===== src/ndpcs_pkg.sv =====
`timescale 1ns / 1ps
`default_nettype none

package ndpcs_pkg;

	// Grid and priority limits.
	localparam int MAX_CELLS    = 64;
	localparam int CELL_W       = $clog2(MAX_CELLS);
	localparam int CNT_W        = CELL_W + 1;
	localparam int PRIO_W       = 4;
	localparam logic [PRIO_W-1:0] MAX_PRIORITY = PRIO_W'(9);

	// Item modes.
	localparam logic [1:0] MODE_NOTE  = 2'd0;
	localparam logic [1:0] MODE_PULSE = 2'd1;
	localparam logic [1:0] MODE_KEY   = 2'd2;
	localparam logic [1:0] MODE_PRIO  = 2'd3;

	// Key codes; codes up to KEY_DIGIT_LAST are the digit keys.
	localparam logic [3:0] KEY_DIGIT_LAST = 4'd8;
	localparam logic [3:0] KEY_LEFT       = 4'd9;
	localparam logic [3:0] KEY_UP         = 4'd10;
	localparam logic [3:0] KEY_RIGHT      = 4'd11;
	localparam logic [3:0] KEY_DOWN       = 4'd12;

	// Configuration register indexes.
	localparam int CFG_IDX_W = 3;
	localparam logic [CFG_IDX_W-1:0] REG_GRID_ROWS  = 3'd0;
	localparam logic [CFG_IDX_W-1:0] REG_GRID_COLS  = 3'd1;
	localparam logic [CFG_IDX_W-1:0] REG_ROOT_NOTE  = 3'd2;
	localparam logic [CFG_IDX_W-1:0] REG_LISTEN_CH  = 3'd3;
	localparam logic [CFG_IDX_W-1:0] REG_AUTO       = 3'd4;
	localparam logic [CFG_IDX_W-1:0] REG_PULSE_DIR  = 3'd5;
	localparam logic [CFG_IDX_W-1:0] REG_ENABLED    = 3'd6;
	localparam int CFG_DATA_W = 7;

	typedef struct packed {
		logic [1:0] mode;
		logic [6:0] note_pitch;
		logic [6:0] note_velocity;
		logic [3:0] voice_index;
		logic [3:0] key_code;
		logic [3:0] priority_value;
	} item_t;

	typedef struct packed {
		logic signed [6:0] active_cell;
		logic [6:0]        note_level;
	} result_t;

	typedef struct packed {
		logic [CNT_W-1:0]  n;
		logic [3:0]        cols;
		logic [6:0]        root_note;
		logic signed [5:0] listen_channel;
		logic              auto_switch;
		logic [1:0]        pulse_direction;
		logic              enabled;
	} cfg_t;

	typedef struct packed {
		logic             trim;
		logic [CNT_W-1:0] n_new;
	} trim_t;

	typedef struct packed {
		logic load;
		logic apply;
		logic scan_init;
		logic scan_step;
		logic commit;
	} cmd_t;

	typedef struct packed {
		logic need_scan;
		logic scan_last;
	} status_t;

	function automatic logic [3:0] clamp_dim(logic [3:0] v);
		logic [3:0] r;
		if (v < 4'd1) begin
			r = 4'd1;
		end else if (v > 4'd8) begin
			r = 4'd8;
		end else begin
			r = v;
		end
		return r;
	endfunction

	function automatic logic [CNT_W-1:0] cell_count(logic [3:0] rows, logic [3:0] cols);
		logic [7:0] prod;
		prod = clamp_dim(rows) * clamp_dim(cols);
		if (prod > 8'(MAX_CELLS)) begin
			prod = 8'(MAX_CELLS);
		end
		return CNT_W'(prod);
	endfunction

endpackage

`default_nettype wire


===== src/ndpcs_cfg.sv =====
`timescale 1ns / 1ps
`default_nettype none

module ndpcs_cfg (
	input  wire logic                               clk,
	input  wire logic                               arst_n,
	input  wire logic                               cfg_valid,
	output      logic                               cfg_ready,
	input  wire logic [ndpcs_pkg::CFG_IDX_W-1:0]    cfg_index,
	input  wire logic [ndpcs_pkg::CFG_DATA_W-1:0]   cfg_data,
	output      ndpcs_pkg::cfg_t                    cfg,
	output      ndpcs_pkg::trim_t                   trim
);

	logic [3:0] rows_q;
	logic [3:0] cols_q;
	logic [6:0] root_q;
	logic [5:0] chan_q;
	logic       auto_q;
	logic [1:0] dir_q;
	logic       en_q;
	logic       wr;

	assign cfg_ready = 1'b1;
	assign wr        = cfg_valid;

	always_ff @(posedge clk or negedge arst_n) begin
		if (!arst_n) begin
			rows_q <= 4'd1;
			cols_q <= 4'd1;
			root_q <= 7'd60;
			chan_q <= 6'h3f;
			auto_q <= 1'b0;
			dir_q  <= 2'd1;
			en_q   <= 1'b1;
		end else if (wr) begin
			unique case (cfg_index)
				ndpcs_pkg::REG_GRID_ROWS: rows_q <= cfg_data[3:0];
				ndpcs_pkg::REG_GRID_COLS: cols_q <= cfg_data[3:0];
				ndpcs_pkg::REG_ROOT_NOTE: root_q <= cfg_data[6:0];
				ndpcs_pkg::REG_LISTEN_CH: chan_q <= cfg_data[5:0];
				ndpcs_pkg::REG_AUTO:      auto_q <= cfg_data[0];
				ndpcs_pkg::REG_PULSE_DIR: dir_q  <= cfg_data[1:0];
				ndpcs_pkg::REG_ENABLED:   en_q   <= cfg_data[0];
				default: ;
			endcase
		end
	end

	// A grid write trims the state to the new cell count in the same cycle.
	always_comb begin
		trim.trim  = 1'b0;
		trim.n_new = ndpcs_pkg::cell_count(rows_q, cols_q);
		if (wr && cfg_index == ndpcs_pkg::REG_GRID_ROWS) begin
			trim.trim  = 1'b1;
			trim.n_new = ndpcs_pkg::cell_count(cfg_data[3:0], cols_q);
		end else if (wr && cfg_index == ndpcs_pkg::REG_GRID_COLS) begin
			trim.trim  = 1'b1;
			trim.n_new = ndpcs_pkg::cell_count(rows_q, cfg_data[3:0]);
		end
	end

	always_comb begin
		cfg.n               = ndpcs_pkg::cell_count(rows_q, cols_q);
		cfg.cols            = ndpcs_pkg::clamp_dim(cols_q);
		cfg.root_note       = root_q;
		cfg.listen_channel  = $signed(chan_q);
		cfg.auto_switch     = auto_q;
		cfg.pulse_direction = dir_q;
		cfg.enabled         = en_q;
	end

endmodule

`default_nettype wire


===== src/ndpcs_ctrl.sv =====
`timescale 1ns / 1ps
`default_nettype none

module ndpcs_ctrl (
	input  wire logic               clk,
	input  wire logic               arst_n,
	input  wire logic               start,
	output      logic               busy,
	output      logic               done,
	input  wire ndpcs_pkg::status_t status,
	output      ndpcs_pkg::cmd_t    cmd
);

	localparam logic [2:0] S_IDLE   = 3'd0;
	localparam logic [2:0] S_DECODE = 3'd1;
	localparam logic [2:0] S_SCAN   = 3'd2;
	localparam logic [2:0] S_DRAIN  = 3'd3;
	localparam logic [2:0] S_COMMIT = 3'd4;
	localparam logic [2:0] S_OUT    = 3'd5;

	logic [2:0] state_q;
	logic [2:0] state_d;

	always_comb begin
		state_d = state_q;
		cmd     = '0;
		unique case (state_q)
			S_IDLE: begin
				if (start) begin
					cmd.load = 1'b1;
					state_d  = S_DECODE;
				end
			end
			S_DECODE: begin
				cmd.apply     = 1'b1;
				cmd.scan_init = 1'b1;
				state_d       = status.need_scan ? S_SCAN : S_OUT;
			end
			S_SCAN: begin
				cmd.scan_step = 1'b1;
				if (status.scan_last) begin
					state_d = S_DRAIN;
				end
			end
			S_DRAIN: begin
				state_d = S_COMMIT;
			end
			S_COMMIT: begin
				cmd.commit = 1'b1;
				state_d    = S_OUT;
			end
			S_OUT: begin
				state_d = S_IDLE;
			end
			default: begin
				state_d = S_IDLE;
			end
		endcase
	end

	always_ff @(posedge clk or negedge arst_n) begin
		if (!arst_n) begin
			state_q <= S_IDLE;
		end else begin
			state_q <= state_d;
		end
	end

	assign busy = (state_q != S_IDLE);
	assign done = (state_q == S_OUT);

endmodule

`default_nettype wire


===== src/ndpcs_dp.sv =====
`timescale 1ns / 1ps
`default_nettype none

module ndpcs_dp (
	input  wire logic               clk,
	input  wire logic               arst_n,
	input  wire ndpcs_pkg::item_t   item,
	input  wire ndpcs_pkg::cfg_t    cfg,
	input  wire ndpcs_pkg::trim_t   trim,
	input  wire ndpcs_pkg::cmd_t    cmd,
	output      ndpcs_pkg::status_t status,
	output      ndpcs_pkg::result_t result
);

	localparam int NC  = ndpcs_pkg::MAX_CELLS;
	localparam int CW  = ndpcs_pkg::CELL_W;
	localparam int NW  = ndpcs_pkg::CNT_W;
	localparam int PW  = ndpcs_pkg::PRIO_W;

	// Reduces a in [-1, 3n) into the ring; -1 stays "no cell" unless n is one.
	function automatic logic signed [6:0] wrap_cell(logic signed [8:0] a, logic [NW-1:0] n);
		logic signed [8:0] n1;
		logic signed [8:0] n2;
		logic signed [8:0] r;
		n1 = $signed(9'(n));
		n2 = $signed(9'({n, 1'b0}));
		if (a < 0) begin
			r = (n == NW'(1)) ? 9'sd0 : -9'sd1;
		end else if (a >= n2) begin
			r = a - n2;
		end else if (a >= n1) begin
			r = a - n1;
		end else begin
			r = a;
		end
		return r[6:0];
	endfunction

	ndpcs_pkg::item_t  item_q;
	logic signed [6:0] cur_q;
	logic [6:0]        level_q;
	logic [NC-1:0]     held_q;
	logic [NC-1:0]     pvld_q;
	logic [PW-1:0]     prio_mem [NC];

	logic [CW-1:0]     idx_q;
	logic [NW-1:0]     cnt_q;
	logic              ring_q;
	logic              vld_s1;
	logic              held_s1;
	logic              pv_s1;
	logic [PW-1:0]     rd_s1;
	logic [CW-1:0]     idx_s1;
	logic              found_q;
	logic [CW-1:0]     best_q;
	logic [PW-1:0]     bestp_q;

	// Decode of the captured item.
	logic              dir_fwd;
	logic              dir_bwd;
	logic              ch_ok;
	logic signed [7:0] note_cell;
	logic              in_range;
	logic              note_ok;
	logic              pulse_ok;
	logic [CW-1:0]     cell_idx;
	logic [NC-1:0]     held_nx;
	logic signed [8:0] delta;
	logic signed [6:0] moved;
	logic [CW-1:0]     nm1;
	logic [CW-1:0]     start_idx;
	logic [CW-1:0]     ring_next;
	logic [CW-1:0]     step_src;
	logic [PW-1:0]     eff_p;
	logic [PW-1:0]     new_p;
	logic [NC-1:0]     keep;

	assign dir_fwd   = (cfg.pulse_direction == 2'd1);
	assign dir_bwd   = cfg.pulse_direction[1];
	assign ch_ok     = cfg.listen_channel[5]
	                || (6'({1'b0, item_q.voice_index} + 5'd1) == cfg.listen_channel);
	assign note_cell = $signed({1'b0, item_q.note_pitch}) - $signed({1'b0, cfg.root_note});
	assign in_range  = !note_cell[7] && (note_cell < $signed(8'(cfg.n)));
	assign cell_idx  = note_cell[CW-1:0];
	assign note_ok  = (item_q.mode == ndpcs_pkg::MODE_NOTE) && cfg.enabled && ch_ok && in_range;
	assign pulse_ok = (item_q.mode == ndpcs_pkg::MODE_PULSE) && cfg.enabled;
	assign nm1      = CW'(cfg.n - NW'(1));

	always_comb begin
		held_nx = held_q;
		if (item_q.note_velocity == 7'd0) begin
			held_nx[cell_idx] = 1'b0;
		end else if (cfg.auto_switch) begin
			held_nx[cell_idx] = 1'b1;
		end
	end

	// Ring move shared by pulses and arrow keys.
	always_comb begin
		delta = 9'sd0;
		if (item_q.mode == ndpcs_pkg::MODE_PULSE) begin
			delta = dir_bwd ? -9'sd1 : (dir_fwd ? 9'sd1 : 9'sd0);
		end else begin
			case (item_q.key_code)
				ndpcs_pkg::KEY_LEFT:  delta = -9'sd1;
				ndpcs_pkg::KEY_RIGHT: delta = 9'sd1;
				ndpcs_pkg::KEY_UP:    delta = -$signed(9'(cfg.cols));
				ndpcs_pkg::KEY_DOWN:  delta = $signed(9'(cfg.cols));
				default:              delta = 9'sd0;
			endcase
		end
	end
	assign moved = wrap_cell(9'(cur_q) + delta + $signed(9'(cfg.n)), cfg.n);

	// The pulse scan starts one step past the current cell; the note scan at cell zero.
	assign start_idx = cur_q[6] ? '0 : cur_q[CW-1:0];
	assign step_src  = cmd.scan_init ? start_idx : idx_q;
	always_comb begin
		ring_next = step_src;
		if (dir_fwd) begin
			ring_next = (step_src == nm1) ? '0 : step_src + CW'(1);
		end else if (dir_bwd) begin
			ring_next = (step_src == '0) ? nm1 : step_src - CW'(1);
		end
	end

	assign eff_p  = pv_s1 ? rd_s1 : '0;
	assign new_p  = (item_q.priority_value > ndpcs_pkg::MAX_PRIORITY)
	              ? ndpcs_pkg::MAX_PRIORITY : item_q.priority_value;

	always_comb begin
		for (int i = 0; i < NC; i++) begin
			keep[i] = (NW'(i) < trim.n_new);
		end
	end

	always_ff @(posedge clk) begin
		if (cmd.load) begin
			item_q <= item;
		end
	end

	// Priority store, read in the cycle after its address.
	always_ff @(posedge clk) begin
		if (cmd.apply && item_q.mode == ndpcs_pkg::MODE_PRIO && !cur_q[6]
		    && $signed(8'(cur_q)) < $signed(8'(cfg.n))) begin
			prio_mem[cur_q[CW-1:0]] <= new_p;
		end
		rd_s1 <= prio_mem[idx_q];
	end

	always_ff @(posedge clk) begin
		held_s1 <= held_q[idx_q];
		pv_s1   <= pvld_q[idx_q];
		idx_s1  <= idx_q;
	end

	always_ff @(posedge clk or negedge arst_n) begin
		if (!arst_n) begin
			cur_q   <= -7'sd1;
			level_q <= '0;
			held_q  <= '0;
			pvld_q  <= '0;
			idx_q   <= '0;
			cnt_q   <= '0;
			ring_q  <= 1'b0;
			vld_s1  <= 1'b0;
			found_q <= 1'b0;
			best_q  <= '0;
			bestp_q <= '0;
		end else begin
			vld_s1 <= cmd.scan_step;
			if (trim.trim) begin
				held_q <= held_q & keep;
				pvld_q <= pvld_q & keep;
				if (!cur_q[6] && NW'(cur_q[5:0]) >= trim.n_new) begin
					cur_q <= -7'sd1;
				end
			end
			if (cmd.apply) begin
				unique case (item_q.mode)
					ndpcs_pkg::MODE_NOTE: begin
						if (note_ok) begin
							held_q <= held_nx;
							if (item_q.note_velocity != 7'd0) begin
								level_q <= item_q.note_velocity;
								if (!cfg.auto_switch) begin
									cur_q <= $signed(7'(cell_idx));
								end
							end else begin
								if (!cfg.auto_switch && cur_q == $signed(7'(cell_idx))) begin
									cur_q <= -7'sd1;
								end
								if (held_nx == '0) begin
									level_q <= '0;
								end
							end
						end
					end
					ndpcs_pkg::MODE_PULSE: begin
						if (pulse_ok && !cfg.auto_switch) begin
							cur_q <= moved;
						end
					end
					ndpcs_pkg::MODE_KEY: begin
						if (item_q.key_code <= ndpcs_pkg::KEY_DIGIT_LAST) begin
							if (NW'(item_q.key_code) < cfg.n) begin
								cur_q <= $signed(7'(item_q.key_code));
								if (cfg.auto_switch) begin
									held_q <= NC'(1) << CW'(item_q.key_code);
								end
							end
						end else if (item_q.key_code <= ndpcs_pkg::KEY_DOWN) begin
							cur_q <= moved;
						end
					end
					ndpcs_pkg::MODE_PRIO: begin
						if (!cur_q[6] && $signed(8'(cur_q)) < $signed(8'(cfg.n))) begin
							pvld_q[cur_q[CW-1:0]] <= 1'b1;
						end
					end
					default: ;
				endcase
			end
			if (cmd.scan_init) begin
				ring_q  <= (item_q.mode == ndpcs_pkg::MODE_PULSE);
				idx_q   <= (item_q.mode == ndpcs_pkg::MODE_PULSE) ? ring_next : '0;
				cnt_q   <= '0;
				found_q <= 1'b0;
			end
			if (cmd.scan_step) begin
				cnt_q <= cnt_q + NW'(1);
				idx_q <= ring_q ? ring_next : idx_q + CW'(1);
			end
			// Strict compare keeps the first cell met on a tie.
			if (vld_s1 && held_s1 && (!found_q || eff_p > bestp_q)) begin
				found_q <= 1'b1;
				best_q  <= idx_s1;
				bestp_q <= eff_p;
			end
			if (cmd.commit) begin
				if (found_q) begin
					cur_q <= $signed(7'(best_q));
				end else if (item_q.mode == ndpcs_pkg::MODE_PULSE) begin
					cur_q <= moved;
				end
			end
		end
	end

	assign status.need_scan = cfg.auto_switch && (note_ok || pulse_ok);
	assign status.scan_last = (cnt_q == cfg.n - NW'(1));

	assign result.active_cell = cur_q;
	assign result.note_level  = level_q;

endmodule

`default_nettype wire


===== src/note_driven_priority_cell_selector_top.sv =====
// Channel   | Handshake                      | Payload
// ----------+--------------------------------+------------------------------------
// item in   | start, busy (accept: start&!busy) | item   (ndpcs_pkg::item_t)
// result    | done, one-cycle strobe         | result (ndpcs_pkg::result_t)
// config    | cfg_valid, cfg_ready           | cfg_index (3 bits), cfg_data (7 bits)
//
// Each item yields exactly one result. An item that needs no scan goes from decode
// straight to its result strobe, and a new item is taken only once busy has dropped.
// Auto-mode note and pulse items scan the priority store one cell per cycle through
// its single read port, visiting all n cells of the grid; the drain and commit states
// follow the scan, and the result strobe comes after commit.
// Reset is asynchronous and active low and clears all held flags and priorities
// at once; no clearing pass is needed. The receiver cannot stall, so a result is
// presented for a single cycle and busy drops right after it.
`timescale 1ns / 1ps
`default_nettype none

module note_driven_priority_cell_selector_top (
	input  wire logic                                clk,
	input  wire logic                                arst_n,
	input  wire logic                                start,
	output      logic                                busy,
	input  wire ndpcs_pkg::item_t                    item,
	output      logic                                done,
	output      ndpcs_pkg::result_t                  result,
	input  wire logic                                cfg_valid,
	output      logic                                cfg_ready,
	input  wire logic [ndpcs_pkg::CFG_IDX_W-1:0]     cfg_index,
	input  wire logic [ndpcs_pkg::CFG_DATA_W-1:0]    cfg_data
);

	// Configuration registers and the cell count they imply. A write to the grid
	// size also trims held flags, priorities and the active cell to the new grid.
	ndpcs_pkg::cfg_t    cfg;
	ndpcs_pkg::trim_t   trim;
	ndpcs_pkg::cmd_t    cmd;
	ndpcs_pkg::status_t status;

	ndpcs_cfg u_cfg (
		.clk       (clk),
		.arst_n    (arst_n),
		.cfg_valid (cfg_valid),
		.cfg_ready (cfg_ready),
		.cfg_index (cfg_index),
		.cfg_data  (cfg_data),
		.cfg       (cfg),
		.trim      (trim)
	);

	// The controller sequences capture, decode, the priority scan and the result
	// strobe; it sees the datapath only through the command and status structs.
	ndpcs_ctrl u_ctrl (
		.clk    (clk),
		.arst_n (arst_n),
		.start  (start),
		.busy   (busy),
		.done   (done),
		.status (status),
		.cmd    (cmd)
	);

	// The datapath holds the selection state, the held flags and the priority
	// store, and runs the ring or linear search for the best held cell.
	ndpcs_dp u_dp (
		.clk    (clk),
		.arst_n (arst_n),
		.item   (item),
		.cfg    (cfg),
		.trim   (trim),
		.cmd    (cmd),
		.status (status),
		.result (result)
	);

endmodule

`default_nettype wire

===== config.mk =====
export PLATFORM = sky130hd
export DESIGN_NAME = note_driven_priority_cell_selector_top
export DESIGN_NICKNAME = d
export VERILOG_FILES = /design/src/ndpcs_pkg.sv /design/src/ndpcs_cfg.sv /design/src/ndpcs_ctrl.sv /design/src/ndpcs_dp.sv /design/src/note_driven_priority_cell_selector_top.sv
export SDC_FILE = /design/constraint.sdc
export NUM_CORES = 1
export LEC_CHECK = 0
export ABC_CLOCK_PERIOD_IN_PS = 10300
export BUFFER_PORTS_ARGS = -buffer_cell sky130_fd_sc_hd__buf_2
export CORE_MARGIN = 4
export CORE_UTILIZATION = 59
export CTS_BUF_LIST = sky130_fd_sc_hd__clkbuf_16
export DETAILED_ROUTE_END_ITERATION = 7
export PLACE_DENSITY = 0.77
export SYNTH_ARGS = -nofsm -noshare
export SYNTH_HDL_FRONTEND = slang
export SYNTH_SLANG_ARGS = --single-unit

===== constraint.sdc =====
create_clock -name clk -period 10.3 [get_ports clk]
set_input_delay 1.03 -clock clk [delete_from_list [all_inputs] [get_ports clk]]
set_output_delay 1.03 -clock clk [all_outputs]
set_load 0.01 [all_outputs]

==> results of run 1 <==
==> metal layers <==
layer	wire length (um)	GRT usage, %	vias to the layer above
met3	9590	8.78	342
met1	32000	45.2	10700
met4	4430	14.1	4
met5	65	0.759	-
li1	-	-	9129
met2	39400	52.5	1584
==> cells in the final DEF (no fill, tap or decap), types with 63 or more instances in the layout <==
| cell type | Yosys | final |
|---|---|---|
| edfxtp_1 | 284 | 284 |
| nand2_1 | 222 | 222 |
| nor2_1 | 213 | 212 |
| dfrtp_1 | 175 | 172 |
| a21oi_1 | 151 | 151 |
| mux4_2 | 126 | 126 |
| o21ai_0 | 119 | 119 |
| ha_1 | 102 | 102 |
| inv_1 | 75 | 80 |
| a32o_1 | 63 | 63 |
==> synthesized netlist by cell type (all sizes together), types with 20 or more instances <==
| library cell | count |
|---|---|
| mux2 | 33 |
| fa | 21 |
| a21oi | 156 |
| nand3 | 50 |
| buf | 44 |
| clkbuf | 75 |
| nor3 | 48 |
| xnor2 | 42 |
| o22ai | 25 |
| a21o | 25 |
| nand2b | 20 |
| nand2 | 227 |
| nor2b | 24 |
| nor4 | 28 |
| o21ai | 148 |
| ha | 102 |
| nor2 | 218 |
| edfxtp | 284 |
| and2 | 27 |
| a31oi | 35 |
| a32o | 63 |
| dfstp | 21 |
| dfrtp | 175 |
| mux4 | 126 |
| inv | 83 |
==> critical path, delay by kind of cell (launching register included) <==
family / cells / cell delay, ns
compound gates: 12 / 2.44
xor+xnor: 1 / 0.22
fa+ha+maj: 7 / 2.60
buf+inv: 3 / 0.32
flops: 1 / 0.54
mux: 1 / 0.15
simple gates: 8 / 2.34
==> kinds of logic after synthesis <==
family | Yosys count | share of synthesized area (%)
XOR/XNOR | 58 | 1.89
multiplexers | 170 | 12.0
flip-flops | 492 | 49.5
buffers and inverters | 203 | 2.97
adder cells (fa/ha/maj) | 123 | 6.13
other | 1 | 0.0135
AND/OR/NAND/NOR | 728 | 13.0
AO/OA/AOI/OAI | 599 | 14.5
==> state kept, by name, summed over array words and instances, names as in the netlist, 4 cells and up <==
| name | count |
|---|---|
| u_cfg.chan_q | 6 |
| u_cfg.cols_q | 4 |
| u_cfg.root_q | 7 |
| u_cfg.rows_q | 4 |
| u_dp.best_q | 6 |
| u_dp.bestp_q | 4 |
| u_dp.cnt_q | 7 |
| u_dp.cur_q | 7 |
| u_dp.held_q | 64 |
| u_dp.idx_q | 6 |
| u_dp.idx_s1 | 6 |
| u_dp.item_q | 28 |
| u_dp.level_q | 7 |
| u_dp.prio_mem | 256 |
| u_dp.pvld_q | 64 |
| u_dp.rd_s1 | 4 |
==> worst paths after layout <==
| kind | endpoint | start | cells after the start |
|---|---|---|---|
| max in group asynchronous | u_dp.idx_q[0] | arst_n | 3 |
| min in group clk | u_dp.best_q[2] | u_dp.idx_s1[2] | 1 |
| max | u_dp.cur_q[3] | u_cfg.rows_q[0] | 32 |
| max reg2reg | u_dp.cur_q[3] | u_cfg.rows_q[0] | 32 |
| min reg2reg | u_dp.best_q[2] | u_dp.idx_s1[2] | 1 |
| min | u_dp.held_q[50] | arst_n | 1 |
==> stage by stage <==
step | cells | total power, mW | hold slack (ns) | worst slack, ns | instance area (um2)
2_1_floorplan | 2374 | 5.60 | 0.345 | 2.77 | 27700
3_3_place_gp | 2951 | 6.73 | 0.442 | 2.07 | 28500
3_5_place_dp | 2951 | 6.80 | 0.449 | 1.77 | 28500
4_1_cts | 3049 | 8.84 | 0.465 | 1.73 | 30400
5_1_grt | 3049 | 9.39 | 0.472 | 1.13 | 30400
6_report | 3049 | 8.95 | 0.453 | 1.59 | 30400
==> where the power goes <==
part | total (mW) | switching [mW] | internal, mW | leakage, nW
Sequential | 2.57 | 0.279 | 2.29 | 5.29
Combinational | 4.35 | 2.69 | 1.67 | 5.27
Clock | 2.02 | 0.844 | 1.18 | 0.915
==> cell type report <==
type / instances / share of cell area (%)
sequential: 492 / 45.1
multi-input combinational: 1679 / 43.4
tap: 607 / 2.50
inverter: 84 / 1.07
clock inverter: 45 / 1.75
clock buffer: 53 / 4.37
timing repair buffer: 89 / 1.76
==> flow_metrics.env, run 1 <==
export IMPL_hold_viol=0
export IMPL_avgRoutedWirePerCell_um=28.0
export IMPL_clock_fmax_mhz=115
export IMPL_diodes=0
export IMPL_max_stage_delay_ns=0.54
export IMPL_cp_max_fo=9
export IMPL_ctsHoldBuffers=0
export IMPL_cts_max_level=2
export IMPL_firstDrtPassIters=8
export IMPL_grt_overflow_total=0
export IMPL_crit_type="reg2reg"
export IMPL_crit_top_cell="ha_1"
export IMPL_grt_pass1_wl_um=130000
export IMPL_r2r_slack_ns=1.59
export IMPL_num_vias=21700
export IMPL_synth_edf_count=284
export IMPL_chipHeight_um=225
export IMPL_num_rows=79
export IMPL_critical_path_slowest_cell="dfstp_2"
export IMPL_clkTransAtPathRegs_ns=0.07
export IMPL_die_x_um=225
export IMPL_root_buffer="clkbuf_16"
export IMPL_worstPathArrival_ns=9.23
export IMPL_synth_fp_nets=2539
export IMPL_synth_top_area_share_pct=30.8
export IMPL_ios=59
export IMPL_rsz0062_at_grt="no"
export IMPL_antenna_found_initial=1
export IMPL_final_nets=2563
export IMPL_synthToLayoutAreaGrowth_pct=9.77
export IMPL_num_fill_cells=3423
export IMPL_status="complete, no violations"
export IMPL_min_path_type="in2async"
export IMPL_post_cts_buffers=0
export IMPL_vias_per_cell=7.12
export IMPL_grt_pass1_vias=21400
export IMPL_post_cts_resize_count=0
export IMPL_synth_top_area_cell="edfxtp_1"
export IMPL_ys_types=104
export IMPL_clock_latency_ns=0.63
export IMPL_synthTopCellsByArea="edfxtp_1 31%, dfrtp_1 16%, mux4_2 10%, ha_1 4.6%, nand2_1 3.0%"
export IMPL_numCtsBuffers=52
export IMPL_finalMaxSlewViolations=0
export IMPL_drive_gt1_share_pct=17.6
export IMPL_cts_tree="yes"
export IMPL_clock_sinks=492
export IMPL_p_per_area_nw_per_um2=294
export IMPL_seqCellArea_um2=13700
export IMPL_syn_instance_count=2374
export IMPL_tns_ns=0
export IMPL_max_slew_margin_pct=11.0
export IMPL_yosys_warnings=0
export IMPL_drv_cap=0
export IMPL_ys_async_sr_fraction_pct=39.8
export IMPL_worst_pin_slew_ns=1.33
export IMPL_p_leak_nw=11.5
export IMPL_drt_total_wl_um=85500
export IMPL_first_iter_violations=3207
export IMPL_fp_dieArea_um2=50400
export IMPL_core_um2=46500
export IMPL_initial_core_util_pct=59.6
export IMPL_finClkSkew_ns=0.0374
export IMPL_synth_area_um2=27700
export IMPL_hpwl_um=58700
export IMPL_cts_buffer_depth=3
export IMPL_routabilityCongestion=0.964
export IMPL_io_buffers=57
export IMPL_setup_worst_path_start_class="flop"
export IMPL_multiInputGateArea_um2=13200
export IMPL_grt_total_usage_pct=33.6
export IMPL_finalSetupViolations=0
export IMPL_finish_utilization_pct=65.4
export IMPL_grt_max_degree=80
export IMPL_irDropWorstVdd_mv=0.408
export IMPL_worstSetupEndpointType="flop"
export IMPL_syn_mean_instance_area_um2=11.7
export IMPL_min_period_ns=8.71
export IMPL_seq_area_frac_synth_pct=49.5
export IMPL_ys_ff_latch=492
export IMPL_min_period_over_period_pct=84.6
export IMPL_cp_required_ns=10.82
export IMPL_drc_errors=0
export IMPL_synthFlopType="edfxtp_1"
export IMPL_drtAntennaViolNets=0
No activity file was read; power rests on OpenSTA's default activity.
==> inputs of run 2 (changes only) <==
--- a/config.mk
+++ b/config.mk
@@ -5,7 +5,7 @@
 export SDC_FILE = /design/constraint.sdc
 export NUM_CORES = 1
 export LEC_CHECK = 0
-export ABC_CLOCK_PERIOD_IN_PS = 10300
+export ABC_CLOCK_PERIOD_IN_PS = 8600
 export BUFFER_PORTS_ARGS = -buffer_cell sky130_fd_sc_hd__buf_2
 export CORE_MARGIN = 4
 export CORE_UTILIZATION = 59
==> constraint.sdc (replaced) <==
create_clock -name clk -period 8.6 [get_ports clk]
set_input_delay 0.86 -clock clk [delete_from_list [all_inputs] [get_ports clk]]
set_output_delay 0.86 -clock clk [all_outputs]
set_load 0.01 [all_outputs]
==> flow_metrics.env, run 2 (synthesis results as in run 1) <==
export IMPL_core_um2=46500
export IMPL_status="complete, but fails checks"
export IMPL_power_frac_seq_pct=28.7
export IMPL_cts_buffer_depth=3
export IMPL_fin_cells=3050
export IMPL_drtAntennaViolNets=0
export IMPL_max_stage_delay_ns=0.64
export IMPL_worstSetupEndpointType="flop"
export IMPL_vias_per_cell=7.06
export IMPL_final_common_cell="edfxtp_1"
export IMPL_hold_viol=0
export IMPL_clkTransAtPathRegs_ns=0.07
export IMPL_grt_max_degree=114
export IMPL_die_x_um=225
export IMPL_grt_total_usage_pct=33.9
export IMPL_r2r_start="u_cfg.rows_q[0]"
export IMPL_crit_path_end="u_dp.cur_q[3]"
export IMPL_dpl_cell_count=2954
export IMPL_clock_sinks=492
export IMPL_r2r_cells=31
export IMPL_worst_pin_slew_ns=1.50
export IMPL_worstPathArrival_ns=8.61
export IMPL_multiInputGateArea_um2=13200
export IMPL_avgRoutedWirePerCell_um=28.2
export IMPL_largest_reg_flops=256
export IMPL_post_cts_buffers=0
export IMPL_grt_pass1_wl_um=130000
export IMPL_cts_max_level=2
export IMPL_r2r_slack_ns=0.54
export IMPL_min_path_type="in2async"
export IMPL_finalHoldWorstSlack_ns=0.391
export IMPL_finalSetupViolations=0
export IMPL_hpwl_um=59500
export IMPL_chipHeight_um=225
export IMPL_fp_dieArea_um2=50400
export IMPL_num_rows=79
export IMPL_num_fill_cells=3510
export IMPL_grt_overflow_total=0
export IMPL_ctsHoldBuffers=0
export IMPL_drive_gt1_share_pct=17.3
export IMPL_combPwrFrac_pct=50.3
export IMPL_startpoint="u_cfg.rows_q[0]"
export IMPL_cp_required_ns=9.15
export IMPL_min_period_ns=8.06
export IMPL_seqCellArea_um2=13700
export IMPL_p_sw_mw=4.58
export IMPL_setup_worst_path_start_class="flop"
export IMPL_tns_ns=0
export IMPL_power_frac_clock_pct=21.0
export IMPL_io_buffers=57
export IMPL_p_sw_share_pct=43.2
export IMPL_p_per_area_nw_per_um2=351
export IMPL_num_vias=21500
export IMPL_irDropWorstVdd_mv=0.332
export IMPL_max_slew_margin_pct=-2.81
export IMPL_timing_rr_end="u_dp.cur_q[3]"
export IMPL_clock_latency_ns=0.63
export IMPL_final_nets=2565
export IMPL_numCtsBuffers=51
export IMPL_first_iter_violations=3135
export IMPL_crit_type="reg2reg"
export IMPL_cp_max_fo=9
export IMPL_crit_top_cell="fa_1"
export IMPL_rsz0062_at_grt="no"
export IMPL_critical_path_slowest_cell="fa_1"
export IMPL_ios=59
export IMPL_p_leak_nw=11.4
export IMPL_finalMaxSlewViolations=1
export IMPL_layout_common_cells="284 x edfxtp_1, 222 x nand2_1, 212 x nor2_1"
export IMPL_routabilityCongestion=1.00
export IMPL_p_int_mw=6.04
export IMPL_drt_total_wl_um=86100
export IMPL_root_buffer="clkbuf_16"
export IMPL_clock_fmax_mhz=124
export IMPL_synthToLayoutAreaGrowth_pct=9.28
export IMPL_place_ws_ns=0.314
export IMPL_failed_checks="capacitance limit, slew limit"
export IMPL_diodes=0
export IMPL_antenna_found_initial=2
export IMPL_finish_utilization_pct=65.1
export IMPL_min_period_over_period_pct=93.8
export IMPL_grt_pass1_vias=21300
export IMPL_drc_errors=0
export IMPL_drv_cap=1
export IMPL_finClkSkew_ns=0.0293
export IMPL_firstDrtPassIters=7
export IMPL_cts_tree="yes"
export IMPL_fin_ws_ns=0.537
export IMPL_initial_core_util_pct=59.6
==> run 2: cell count changes in the layout (fill, tap and decap cells not counted), moves of 3 or more <==
| cell | before | now |
|---|---|---|
| buf_4 | 32 | 35 |
| bufinv_16 | 9 | 5 |
| clkinv_1 | 10 | 14 |
| inv_1 | 80 | 88 |
==> run 2: area by class of cell <==
| class | instances | area share [%] |
|---|---|---|
| multi-input cells | 1679 | 43.7 |
| clock inverters | 44 | 1.28 |
| repair buffers | 92 | 1.84 |
| inverters | 84 | 1.08 |
| clock buffers | 52 | 4.30 |
| well taps | 607 | 2.51 |
| flip-flops and latches | 492 | 45.3 |
==> run 2: worst min-delay path by stage <==
| stage | start | endpoint | cells past startpoint |
|---|---|---|---|
| after floorplan | u_dp.idx_q[4] | u_dp.idx_s1[4] | 0 |
| after global placement | u_dp.idx_s1[2] | u_dp.best_q[2] | 1 |
| after detailed placement | u_dp.idx_s1[4] | u_dp.best_q[4] | 1 |
| after CTS | item[1] | u_dp.item_q[1] | 1 |
| after global routing | item[13] | u_dp.item_q[13] | 1 |
| final | arst_n | u_dp.held_q[37] | 1 |
==> run 2: power groups by stage <==
stage          Clock [mW]  Sequential, mW  Combinational, mW
2_1_floorplan           0            2.89               3.82
3_3_place_gp            0            3.07               5.14
3_5_place_dp            0            3.08               5.15
4_1_cts              2.25            3.04               5.21
5_1_grt              2.35            3.08               5.73
6_report             2.23            3.05               5.34
==> run 2: metrics by stage <==
stage	instance area [um2]	total power, mW
after CTS	30200	10.5
after detailed placement	28500	8.23
after global routing	30200	11.2
final	30200	10.6
after floorplan	27700	6.70
after global placement	28500	8.21
==> run 2: what timing repair did <==
item                                    CTS  global route
hold endpoints to repair                  0             0
endpoints found under the setup margin    0             4
resized for setup                         0             3
==> run 2: critical path, delay by kind of cell, from the launching register on <==
| family | cells | cell delay [ns] |
|---|---|---|
| multiplexers | 1 | 0.15 |
| XOR/XNOR | 1 | 0.16 |
| AO/OA/AOI/OAI | 13 | 2.29 |
| buffers and inverters | 3 | 0.30 |
| adder cells (fa/ha/maj) | 6 | 2.80 |
| flip-flops | 1 | 0.52 |
| AND/OR/NAND/NOR | 7 | 1.76 |
==> run 2: metal layers <==
layer	up-vias	part of all wire (%)	global-route usage, %
met4	4	4.7	13.5
met5	-	0.031	0
met3	304	11	7.73
met2	1504	46	53.6
li1	9118	-	-
met1	10600	38	46.5
